**src/hdl/dflm_pkg.sv**
```systemverilog
// Shared types and constants of the debounced fault level monitor.
`default_nettype none

package dflm_pkg;

    localparam int LIMIT_W     = 31;
    localparam int TIMEOUT_W   = 16;
    localparam int RUN_W       = 16;
    localparam int CFG_ADDR_W  = 3;
    localparam int CFG_DATA_W  = 31;
    localparam int OUT_TDATA_W = 16;

    typedef logic [1:0] level_t;

    localparam level_t LVL_NOMINAL     = 2'd0;
    localparam level_t LVL_COMPLIANT   = 2'd1;
    localparam level_t LVL_TORQUE_LIM  = 2'd2;
    localparam level_t LVL_SAFE_STOP   = 2'd3;

    localparam logic [CFG_ADDR_W-1:0] REG_TORQUE_L1 = 3'd0;
    localparam logic [CFG_ADDR_W-1:0] REG_TORQUE_L2 = 3'd1;
    localparam logic [CFG_ADDR_W-1:0] REG_TORQUE_L3 = 3'd2;
    localparam logic [CFG_ADDR_W-1:0] REG_SPEED_L1  = 3'd3;
    localparam logic [CFG_ADDR_W-1:0] REG_SPEED_L2  = 3'd4;
    localparam logic [CFG_ADDR_W-1:0] REG_SPEED_L3  = 3'd5;
    localparam logic [CFG_ADDR_W-1:0] REG_TIMEOUT   = 3'd6;

    localparam logic [LIMIT_W-1:0]   LIMIT_RESET   = 31'h7FFF_FFFF;
    localparam logic [TIMEOUT_W-1:0] TIMEOUT_RESET = 16'd10;

    typedef struct packed {
        logic [LIMIT_W-1:0] level3;
        logic [LIMIT_W-1:0] level2;
        logic [LIMIT_W-1:0] level1;
    } limit_set_t;

    typedef struct packed {
        limit_set_t             torque;
        limit_set_t             speed;
        logic [TIMEOUT_W-1:0]   timeout_ticks;
    } cfg_t;

    function automatic logic [RUN_W-1:0] run_bump(input logic [RUN_W-1:0] run);
        return (run == '1) ? run : RUN_W'(run + 1'b1);
    endfunction

endpackage

`default_nettype wire

```
**src/hdl/debounced_fault_level_monitor.sv**
```systemverilog
// Top level of the debounced fault level monitor.
//
// Accepts one transaction per clock while the output is not stalled and
// returns exactly one result per transaction. Each transaction is captured
// in the input register and its result in the result register, which
// drives the master side. A stalled output holds one result and one waiting
// input, then drops s_axis_tready.
// The slave side takes a status sample (tuser 0) or a watchdog tick (tuser 1).
// A sample is graded, debounced and compared with the latched level in one
// pass between the input register and the result register; the same pass
// updates the debounce run counters, latched level and watchdog state, so
// back-to-back transactions see the state left by the previous one. The
// configuration port writes one register per clock and must only be used
// while no transaction is in flight.
`default_nettype none

module debounced_fault_level_monitor
    import dflm_pkg::*;
#(
    parameter int MILD_DEBOUNCE  = 3,
    parameter int LIMIT_DEBOUNCE = 3,
    parameter int HALT_DEBOUNCE  = 3,
    parameter int SAMPLE_WIDTH   = 32
)
(
    input  wire logic                  aclk,
    input  wire logic                  aresetn,

    input  wire logic                  cfg_wr_en,
    input  wire logic [CFG_ADDR_W-1:0] cfg_addr,
    input  wire logic [CFG_DATA_W-1:0] cfg_wdata,

    input  wire logic                  s_axis_tvalid,
    output logic                       s_axis_tready,
    // tdata: torque, joint_speed, zero pad
    input  wire logic [((2*SAMPLE_WIDTH+7)/8)*8-1:0] s_axis_tdata,
    // tuser: action (0 sample, 1 tick)
    input  wire logic                  s_axis_tuser,

    output logic                       m_axis_tvalid,
    input  wire logic                  m_axis_tready,
    // tdata: requested_level, latched_level, instant_level, debounced_grade,
    //        watchdog_fired, zero pad
    output logic [OUT_TDATA_W-1:0]     m_axis_tdata
);

    cfg_t   cfg;
    level_t torque_level;
    level_t speed_level;

    logic                    in_valid_reg;
    logic                    in_tick_reg;
    logic [SAMPLE_WIDTH-1:0] in_torque_reg;
    logic [SAMPLE_WIDTH-1:0] in_speed_reg;

    logic                    out_valid_reg;
    logic [OUT_TDATA_W-1:0]  out_tdata_reg;
    logic [OUT_TDATA_W-1:0]  out_tdata_next;

    level_t                  latched_reg,     latched_next;
    logic [RUN_W-1:0]        mild_run_reg,    mild_run_next;
    logic [RUN_W-1:0]        limit_run_reg,   limit_run_next;
    logic [RUN_W-1:0]        halt_run_reg,    halt_run_next;
    logic                    seen_reg,        seen_next;
    logic                    tmo_latched_reg, tmo_latched_next;
    logic [TIMEOUT_W-1:0]    ticks_reg,       ticks_next;

    level_t                  instant;
    level_t                  debounced;
    level_t                  request;
    logic                    fired;

    logic                    advance;
    logic                    process;

    dflm_cfg_regs u_cfg_regs (
        .aclk      (aclk),
        .aresetn   (aresetn),
        .cfg_wr_en (cfg_wr_en),
        .cfg_addr  (cfg_addr),
        .cfg_wdata (cfg_wdata),
        .cfg       (cfg)
    );

    dflm_grade #(.SAMPLE_WIDTH(SAMPLE_WIDTH)) u_grade_torque (
        .sample (in_torque_reg),
        .limits (cfg.torque),
        .level  (torque_level)
    );

    dflm_grade #(.SAMPLE_WIDTH(SAMPLE_WIDTH)) u_grade_speed (
        .sample (in_speed_reg),
        .limits (cfg.speed),
        .level  (speed_level)
    );

    assign advance       = !out_valid_reg || m_axis_tready;
    assign process       = in_valid_reg && advance;
    assign s_axis_tready = !in_valid_reg || advance;

    always_ff @(posedge aclk) begin
        if (!aresetn) begin
            in_valid_reg <= 1'b0;
        end else if (s_axis_tready) begin
            in_valid_reg <= s_axis_tvalid;
        end
    end

    always_ff @(posedge aclk) begin
        if (s_axis_tvalid && s_axis_tready) begin
            in_tick_reg   <= s_axis_tuser;
            in_torque_reg <= s_axis_tdata[SAMPLE_WIDTH-1:0];
            in_speed_reg  <= s_axis_tdata[2*SAMPLE_WIDTH-1:SAMPLE_WIDTH];
        end
    end

    always_comb begin
        latched_next     = latched_reg;
        mild_run_next    = mild_run_reg;
        limit_run_next   = limit_run_reg;
        halt_run_next    = halt_run_reg;
        seen_next        = seen_reg;
        tmo_latched_next = tmo_latched_reg;
        ticks_next       = ticks_reg;
        instant          = LVL_NOMINAL;
        debounced        = LVL_NOMINAL;
        request          = LVL_NOMINAL;
        fired            = 1'b0;

        if (!in_tick_reg) begin
            seen_next        = 1'b1;
            tmo_latched_next = 1'b0;
            ticks_next       = '0;
            instant = (torque_level >= speed_level) ? torque_level : speed_level;

            case (instant)
                LVL_SAFE_STOP: begin
                    halt_run_next  = run_bump(halt_run_reg);
                    limit_run_next = '0;
                    mild_run_next  = '0;
                end
                LVL_TORQUE_LIM: begin
                    limit_run_next = run_bump(limit_run_reg);
                    halt_run_next  = '0;
                    mild_run_next  = '0;
                end
                LVL_COMPLIANT: begin
                    mild_run_next  = run_bump(mild_run_reg);
                    limit_run_next = '0;
                    halt_run_next  = '0;
                end
                default: begin
                    mild_run_next  = '0;
                    limit_run_next = '0;
                    halt_run_next  = '0;
                end
            endcase

            if (halt_run_next >= RUN_W'(HALT_DEBOUNCE)) begin
                debounced = LVL_SAFE_STOP;
            end else if (limit_run_next >= RUN_W'(LIMIT_DEBOUNCE)) begin
                debounced = LVL_TORQUE_LIM;
            end else if (mild_run_next >= RUN_W'(MILD_DEBOUNCE)) begin
                debounced = LVL_COMPLIANT;
            end

            if (debounced > latched_reg) begin
                latched_next = debounced;
                request      = debounced;
            end
        end else if (seen_reg) begin
            ticks_next = run_bump(ticks_reg);
            if (ticks_next >= cfg.timeout_ticks && !tmo_latched_reg) begin
                tmo_latched_next = 1'b1;
                fired            = 1'b1;
                if (latched_reg != LVL_SAFE_STOP) begin
                    latched_next = LVL_SAFE_STOP;
                    request      = LVL_SAFE_STOP;
                end
            end
        end
    end

    assign out_tdata_next = OUT_TDATA_W'({fired, debounced, instant, latched_next, request});

    always_ff @(posedge aclk) begin
        if (!aresetn) begin
            latched_reg     <= LVL_NOMINAL;
            mild_run_reg    <= '0;
            limit_run_reg   <= '0;
            halt_run_reg    <= '0;
            seen_reg        <= 1'b0;
            tmo_latched_reg <= 1'b0;
            ticks_reg       <= '0;
        end else if (process) begin
            latched_reg     <= latched_next;
            mild_run_reg    <= mild_run_next;
            limit_run_reg   <= limit_run_next;
            halt_run_reg    <= halt_run_next;
            seen_reg        <= seen_next;
            tmo_latched_reg <= tmo_latched_next;
            ticks_reg       <= ticks_next;
        end
    end

    always_ff @(posedge aclk) begin
        if (!aresetn) begin
            out_valid_reg <= 1'b0;
        end else if (advance) begin
            out_valid_reg <= in_valid_reg;
        end
    end

    always_ff @(posedge aclk) begin
        if (process) begin
            out_tdata_reg <= out_tdata_next;
        end
    end

    assign m_axis_tvalid = out_valid_reg;
    assign m_axis_tdata  = out_tdata_reg;

endmodule

`default_nettype wire

```
**src/hdl/dflm_cfg_regs.sv**
```systemverilog
// Configuration register bank: threshold limits and watchdog timeout.
`default_nettype none

module dflm_cfg_regs
    import dflm_pkg::*;
(
    input  wire logic                  aclk,
    input  wire logic                  aresetn,
    input  wire logic                  cfg_wr_en,
    input  wire logic [CFG_ADDR_W-1:0] cfg_addr,
    input  wire logic [CFG_DATA_W-1:0] cfg_wdata,
    output cfg_t                       cfg
);

    cfg_t cfg_reg;
    cfg_t cfg_next;

    always_comb begin
        cfg_next = cfg_reg;
        if (cfg_wr_en) begin
            case (cfg_addr)
                REG_TORQUE_L1: cfg_next.torque.level1 = cfg_wdata[LIMIT_W-1:0];
                REG_TORQUE_L2: cfg_next.torque.level2 = cfg_wdata[LIMIT_W-1:0];
                REG_TORQUE_L3: cfg_next.torque.level3 = cfg_wdata[LIMIT_W-1:0];
                REG_SPEED_L1:  cfg_next.speed.level1  = cfg_wdata[LIMIT_W-1:0];
                REG_SPEED_L2:  cfg_next.speed.level2  = cfg_wdata[LIMIT_W-1:0];
                REG_SPEED_L3:  cfg_next.speed.level3  = cfg_wdata[LIMIT_W-1:0];
                REG_TIMEOUT:   cfg_next.timeout_ticks = cfg_wdata[TIMEOUT_W-1:0];
                default:       cfg_next = cfg_reg;
            endcase
        end
    end

    always_ff @(posedge aclk) begin
        if (!aresetn) begin
            cfg_reg.torque.level1 <= LIMIT_RESET;
            cfg_reg.torque.level2 <= LIMIT_RESET;
            cfg_reg.torque.level3 <= LIMIT_RESET;
            cfg_reg.speed.level1  <= LIMIT_RESET;
            cfg_reg.speed.level2  <= LIMIT_RESET;
            cfg_reg.speed.level3  <= LIMIT_RESET;
            cfg_reg.timeout_ticks <= TIMEOUT_RESET;
        end else begin
            cfg_reg <= cfg_next;
        end
    end

    assign cfg = cfg_reg;

endmodule

`default_nettype wire

```
**src/hdl/dflm_grade.sv**
```systemverilog
// Saturating magnitude of one signed sample graded against three limits.
`default_nettype none

module dflm_grade
    import dflm_pkg::*;
#(
    parameter int SAMPLE_WIDTH = 32
)
(
    input  wire logic [SAMPLE_WIDTH-1:0] sample,
    input  limit_set_t                   limits,
    output level_t                       level
);

    localparam int CMP_W = (SAMPLE_WIDTH > LIMIT_W) ? SAMPLE_WIDTH : LIMIT_W;

    logic [SAMPLE_WIDTH-1:0] negated;
    logic [SAMPLE_WIDTH-1:0] magnitude;
    logic [CMP_W-1:0]        mag_ext;
    logic [CMP_W-1:0]        lim1;
    logic [CMP_W-1:0]        lim2;
    logic [CMP_W-1:0]        lim3;

    always_comb begin
        negated = SAMPLE_WIDTH'(~sample + 1'b1);
        if (!sample[SAMPLE_WIDTH-1]) begin
            magnitude = sample;
        end else if (negated[SAMPLE_WIDTH-1]) begin
            // most negative value saturates to the largest positive one
            magnitude = {1'b0, {(SAMPLE_WIDTH-1){1'b1}}};
        end else begin
            magnitude = negated;
        end
    end

    assign mag_ext = CMP_W'(magnitude);
    assign lim1    = CMP_W'(limits.level1);
    assign lim2    = CMP_W'(limits.level2);
    assign lim3    = CMP_W'(limits.level3);

    always_comb begin
        if (mag_ext >= lim3) begin
            level = LVL_SAFE_STOP;
        end else if (mag_ext >= lim2) begin
            level = LVL_TORQUE_LIM;
        end else if (mag_ext >= lim1) begin
            level = LVL_COMPLIANT;
        end else begin
            level = LVL_NOMINAL;
        end
    end

endmodule

`default_nettype wire

```
**config.mk**
```make
export PLATFORM = sky130hd
export DESIGN_NAME = debounced_fault_level_monitor
export DESIGN_NICKNAME = d
export VERILOG_FILES = /design/src/hdl/dflm_pkg.sv /design/src/hdl/debounced_fault_level_monitor.sv /design/src/hdl/dflm_cfg_regs.sv /design/src/hdl/dflm_grade.sv
export SDC_FILE = /design/constraint.sdc
export NUM_CORES = 1
export LEC_CHECK = 0
export ABC_AREA = 1
export BUFFER_PORTS_ARGS = -buffer_cell sky130_fd_sc_hd__buf_2
export CORE_MARGIN = 8
export CORE_UTILIZATION = 25
export CTS_CLUSTER_SIZE = 28
export DETAILED_ROUTE_END_ITERATION = 8
export PLACE_DENSITY_LB_ADDON = 0.12
export SLEW_MARGIN = 5
export SYNTH_ARGS = -nofsm -noshare
export SYNTH_HDL_FRONTEND = slang
export SYNTH_HIERARCHICAL = 1
export SYNTH_SLANG_ARGS = --single-unit
```
**constraint.sdc**
```tcl
create_clock -name aclk -period 10.75 [get_ports aclk]
set_clock_uncertainty 0.2 [all_clocks]
set_input_delay 0.5375 -clock aclk [delete_from_list [all_inputs] [get_ports aclk]]
set_output_delay 0.5375 -clock aclk [all_outputs]
set_load 0.005 [all_outputs]
```
## After elaboration in Yosys (flattened, before gate mapping)

Index checks and enable logic that the tools add are counted.

| storage, ports and cells | value |
|---|---|
| word-level logic and storage cells | 120 |
| register bits after elaboration | 346 |
| bits of input ports | 104 |
| output and inout port bits | 18 |

| operators by class | value |
|---|---|
| $add $sub $neg | 6 |
| equal/unequal tests | 16 |
| bitwise logic cells | 3 |
| magnitude comparators | 12 |
| reduce and logical (&&, ||, !) cells | 20 |
| muxes and demuxes | 41 |

Operator list:

| operator | number |
|---|---|
| 32-bit by 31-bit greater-or-equal comparator with 1-bit output | 6 |
| 16-bit 2-to-1 mux | 12 |
| 16-bit by 1-bit adder with 16-bit output (second input constant) | 4 |
| 32-bit by 1-bit adder with 32-bit output (second input constant) | 2 |
| 16-bit == test (second input constant) | 4 |
| 32-bit 2-to-1 mux | 2 |
| 32-bit NOT | 2 |
| 31-bit 2-to-1 mux | 2 |
| 16-bit by 2-bit greater-or-equal comparator with 1-bit output (second input constant) | 3 |
| 2-bit 2-to-1 mux | 18 |
| 2-bit AND reduction | 10 |
| 16-bit greater-or-equal comparator | 1 |
| 3-bit == test (second input constant) | 3 |
| 1-bit 2-to-1 mux | 7 |
| 3-bit by 2-bit == test with 1-bit output (second input constant) | 2 |
| 2-bit == test (second input constant) | 2 |
| 2-bit by 1-bit inequality test with 1-bit output (second input constant) | 2 |
| 3-bit by 1-bit == test with 1-bit output (second input constant) | 1 |
| 1-bit logical AND | 3 |
| 1-bit logical NOT | 3 |
| 3-bit logical NOT | 1 |
| 3-bit AND reduction | 1 |
| 2-bit by 1-bit == test with 1-bit output (second input constant) | 1 |
| 2-bit greater-or-equal comparator | 1 |
| 4 further kinds | 5 |

## Logic depth before layout (Yosys ltp)

| depth | value |
|---|---|
| depth after elaboration | 21 |
| mapped depth | 50 |
| gate-level depth less buffers | 48 |

## By module

The synthesis kept the hierarchy.

By module, submodules not included:

| module | instances | sequential area each (µm²) | area each (µm²) | cells each |
|---|---|---|---|---|
| debounced_fault_level_monitor | 1 | 3623.5 | 7369.6 | 904 |
| dflm_cfg_regs | 1 | 4043.9 | 7323.3 | 936 |
| dflm_grade at u_grade_torque | 1 | 0.0 | 3676.0 | 651 |
| dflm_grade at u_grade_speed | 1 | 0.0 | 3587.2 | 602 |

## Worst setup path after synthesis

No wires, ideal clock.

| timing path | value |
|---|---|
| path kind | reg-to-reg |
| start | register in_speed_reg[1] |
| end | register out_tdata_reg[2] (netlist: m_axis_tdata[2]), data pin |
| setup slack | 5.525 ns |
| data required time | 10.297 ns |
| library setup time | 0.253 ns |
| arrival time | 4.772 ns |
| cell stages (with the launch flop) | 40 |
| cell sequence | edfxtp_1 > inv_2 > ha_1 > nand4_1 > nor2_2 > nand2_1 > o21ai_0 > or2_2 > nand3_1 > ha_1 > nand2_1 > nor4_1 > nand3_1 > nor3_1 > nor2_1 > nand2_1 > inv_1 > ha_1 > (+4 left out) > nand2_1 > nand2_1 > inv_1 > buf_2 > nand2_1 > nand2_1 > nor2_1 > nand3_1 > nor2_1 > nand2_2 > inv_2 > ha_1 > nor2_1 > o21a_1 > inv_1 > nor2_1 > o21a_1 > nand2_1 |

| on the way | value |
|---|---|
| elaborated cells between the ends (all ways) | 31 |
| those cells by class | add/sub (1); order compare (8); eq/ne (3); mux (18); bitwise (1) |

RTL lines:

| item | RTL line | source |
|---|---|---|
| start: declaration | debounced_fault_level_monitor.sv:54 | `logic [SAMPLE_WIDTH-1:0] in_speed_reg;` |
| start signal: assignment | debounced_fault_level_monitor.sv:113 | `in_speed_reg <= s_axis_tdata[2*SAMPLE_WIDTH-1:SAMPLE_WIDTH];` |
| 32-bit NOT | dflm_grade.sv:25 | `negated = SAMPLE_WIDTH'(~sample + 1'b1);` |
| 32-bit by 1-bit adder with 32-bit output | dflm_grade.sv:25 |  |
| 31-bit 2-to-1 mux | dflm_grade.sv:28 | `end else if (negated[SAMPLE_WIDTH-1]) begin` |
| 32-bit 2-to-1 mux (*) | dflm_grade.sv:26 | `if (!sample[SAMPLE_WIDTH-1]) begin` |
| 32-bit by 31-bit greater-or-equal comparator with 1-bit output | dflm_grade.sv:44 | `end else if (mag_ext >= lim2) begin` |
| 2-bit 2-to-1 mux | dflm_grade.sv:44 |  |
| 2-bit 2-to-1 mux (*) | dflm_grade.sv:42 | `if (mag_ext >= lim3) begin` |
| net speed_level[1] | debounced_fault_level_monitor.sv:49 | `level_t speed_level;` |
| (+6 left out) | -- |  |
| 1-bit 2-to-1 mux | debounced_fault_level_monitor.sv:163 | `end else if (mild_run_next >= RUN_W'(MILD_DEBOUNCE)) begin` |
| 2-bit 2-to-1 mux | debounced_fault_level_monitor.sv:161 | `end else if (limit_run_next >= RUN_W'(LIMIT_DEBOUNCE)) begin` |
| 2-bit 2-to-1 mux (*) | debounced_fault_level_monitor.sv:159 | `if (halt_run_next >= RUN_W'(HALT_DEBOUNCE)) begin` |
| 2-bit 2-to-1 mux (*) | debounced_fault_level_monitor.sv:130 | `if (!in_tick_reg) begin` |
| 2-bit > comparator | debounced_fault_level_monitor.sv:167 | `if (debounced > latched_reg) begin` |
| 2-bit 2-to-1 mux (*) | debounced_fault_level_monitor.sv:167 |  |
| 2-bit 2-to-1 mux (*) | debounced_fault_level_monitor.sv:130 |  |
| net latched_next[0] | debounced_fault_level_monitor.sv:60 | `level_t latched_reg, latched_next;` |
| end signal: assignment | debounced_fault_level_monitor.sv:216 | `out_tdata_reg <= out_tdata_next;` |
| end: declaration | debounced_fault_level_monitor.sv:57 | `logic [OUT_TDATA_W-1:0] out_tdata_reg;` |

Mark *: on every way through the listed nets, which the timed path passes. The rest lies on a longest branch. The select of a mux whose other input is x is not followed.
A chain may end at the register's enable or synchronous reset.

## Final worst setup path

| timing path | value |
|---|---|
| start | register in_speed_reg[3] |
| end | register out_tdata_reg[2] (netlist: m_axis_tdata[2]), data pin |

The elaborated chain is that of the path after synthesis.

==> flow_summary.toml <==
[layout]
final_core_util = 0.297
finalNetCount = 3547
largest_reg_flops = 202
area_delta_synth_final_pct = 17.4
drive_above_1_share = 0.0986
n_fill_cell = 9610
design_area_um2 = 25800
instances_no_fill = 4423

[synthesis]
ys_types = 51
synth.yosys.seq_area_share = 0.349
yosysTopAreaCell = "dfxtp_1"
ys_top_cells_by_area = "dfxtp_1 25%, nand2_1 14%, ha_1 12%, nand3_1 11%, edfxtp_1 10%"
ys_ff_latch = 346
async_flop_share = 0
ys_warn_count = 6
synth_commonest_cells = "797 x nand2_1, 501 x nand3_1, 429 x inv_1, 272 x dfxtp_1, 214 x ha_1"
syn_area_per_cell_um2 = 7.10
syn-cell-area_um2 = 22000
synth-main-ff-cell = "dfxtp_1"
yosysMostFrequentCell = "nand2_1"
synth-edff-count = 74
synth_cells = 3093
yosysTopAreaCellShare = 0.248

[floorplan]
rows = 108
ios = 122
chipHeight_um = 312
die_w_um = 312
dieArea_um2 = 97600
start_util = 0.253
core_area_um2 = 86900

[routing]
wl_met1_um = 34600
top_layer_used = "met5"
wl_met3_um = 2460
viasPerCell = 4.48
wl_per_cell_um = 16.1
ant_nets = 0
drc = 0
drt_iter0_markers = 1096
dr.pass1.iters = 5
wl_met2_um = 32700
totalWireLength_um = 71300
num_vias = 19800

[power_and_ir_drop]
p_comb_frac = 0.125
powerDensity_nw_per_um2 = 133
netSwitchingPower_mw = 0.963
leakagePower_nw = 13.7
internal_power_mw = 2.47
seqPwrFrac = 0.409
clockPowerShare = 0.466
switching_share = 0.281
irDropWorstVdd_uv = 81.7

[placement]
dp_hpwl_um = 51300
gp_congestion = 0.781
placed_cells = 4271
portBuffers = 114
place_area_um2 = 23600

[clock_network]
worstSkewPairLatency_ns = 0.59
htree_levels = 2
cts_buffers = 45
post_cts_buffers = 0
path_clk_slew_ns = 0.06
clk_path_buf_depth = 3
tritoncts = "done"
cts_resized = 0
cts_hold_buf = 66
cts_root_buffer = "clkbuf_16"
clock_sinks = 346

[critical_path]
cp.arrival_ns = 7.11
cpPeakStageDelay_ns = 0.51
path_class = "reg2reg"
required_ns = 10.89
path_common_cell = "nand2_1"
worstPathMaxFanout = 31
slowest_stage = "nand4_4"
crit_family = "simple AND/OR/NAND/NOR gates"
cp-start-kind = "flop"
critPathBufInv = 6
worstSetupEndpointType = "flop"

[sta]
setup_violations = 0
slew_viol_final = 0
rsz0062_at_grt = "false"
relSlewSlack = 0.306
fmax_mhz = 144
fin_tns_setup_ns = 0
fin_crit_sh = 0.648
final-hold-violation-count = 0
finalCriticalPeriod_ns = 6.97
timing.hold.ws_ns = 0.0580
worst_pin_slew_ns = 1.04

[global_route]
grt_max_degree = 82
grt_pass1_wl_um = 113000
grt_util_all_layers = 0.142
antenna_found_initial = 4
grt_overflow_total = 0
grt_pass1_vias = 19700

[min_path]
hold_class = "in2reg"

[flow_run]
drv_cap = 0

[outcome]
status = "completed"
-- worst reg2reg max path, delay by kind of cell, from the launching register on --
kind,cells,cell delay (ns)
AND/OR/NAND/NOR,27,4.18
buffers and inverters,6,0.69
adder cells (fa/ha/maj),3,0.74
AO/OA/AOI/OAI,3,0.50
flip-flops,1,0.42
-- layout make-up --
class,instances,area [um2],share of cell area
Inverter,445,1680,0.0650
Clock buffer,60,1310,0.0507
Timing Repair Buffer,201,1400,0.0541
Tap cell,1155,1450,0.0561
Multi-Input combinational cell,2190,12000,0.467
Antenna cell,2,5.00,0.000194
Clock inverter,24,249,0.00966
Sequential cell,346,7670,0.297
-- power by group through the flow --
stage	clock [mW]	sequential, mW	combinational, mW
after floorplan	0	1.42	0.272
after global placement	0	1.43	0.420
after detailed placement	0	1.43	0.417
after CTS	1.66	1.40	0.439
after global routing	1.72	1.41	0.493
final	1.60	1.40	0.429
-- cells in the final DEF (no fill, tap or decap), types with 6 or more instances in the layout --
cell / instances
clkinv_2: 11
edfxtp_1: 74
buf_4: 21
nand3_2: 25
clkbuf_16: 48
o211ai_1: 6
o21ai_0: 71
o21a_1: 11
o21ai_1: 8
nor3_1: 29
inv_1: 428
nand4_1: 47
or2_2: 15
ha_1: 214
a21o_1: 8
xor2_1: 14
clkbuf_1: 6
nor2_1: 187
a21oi_1: 118
nand3_1: 501
nand2_2: 11
clkbuf_8: 6
inv_2: 15
buf_2: 113
nor4_1: 9
o22ai_1: 40
nand2_1: 795
nand3b_1: 6
dfxtp_1: 272
nor2_2: 20
conb_1: 7
dlygate4sd3_1: 66
nor2_4: 10
-- stage by stage --
| step | power [mW] | setup WS (ns) |
|---|---|---|
| after floorplan | 1.69 | 5.53 |
| final | 3.43 | 3.78 |
| after detailed placement | 1.85 | 3.67 |
| after global routing | 3.62 | 2.98 |
| after global placement | 1.85 | 3.60 |
| after CTS | 3.51 | 3.66 |
-- worst paths after layout --
| path | slack [ns] | depth (start not counted) | startpoint | end |
|---|---|---|---|---|
| setup / recovery | 3.78 | 39 | in_speed_reg[3]$_DFFE_PP_ | m_axis_tdata[2]$_DFFE_PP_ |
| hold / removal | 0.06 | 3 | s_axis_tvalid | in_valid_reg$_SDFFE_PN0N_ |
| setup reg to reg | 3.78 | 39 | in_speed_reg[3]$_DFFE_PP_ | m_axis_tdata[2]$_DFFE_PP_ |
| hold reg to reg | 0.25 | 2 | u_cfg_regs/cfg[201]$_SDFFE_PN1P_ | u_cfg_regs/cfg[201]$_SDFFE_PN1P_ |
-- metal layers --
metal,global-route usage,vias up
li1,-,10400
met1,0.192,9059
met2,0.239,269
met3,0.0211,81
met4,0.0331,2
met5,0,-
-- logic make-up after synthesis --
group | Yosys count | share of synthesized area
other cells | 1 | 0.000171
xor+xnor | 19 | 0.00758
compound gates | 276 | 0.0703
flops | 346 | 0.349
fa+ha+maj | 214 | 0.122
simple gates | 1674 | 0.346
buf+inv | 563 | 0.105
Note: power is estimated with default switching activity, not from simulation.
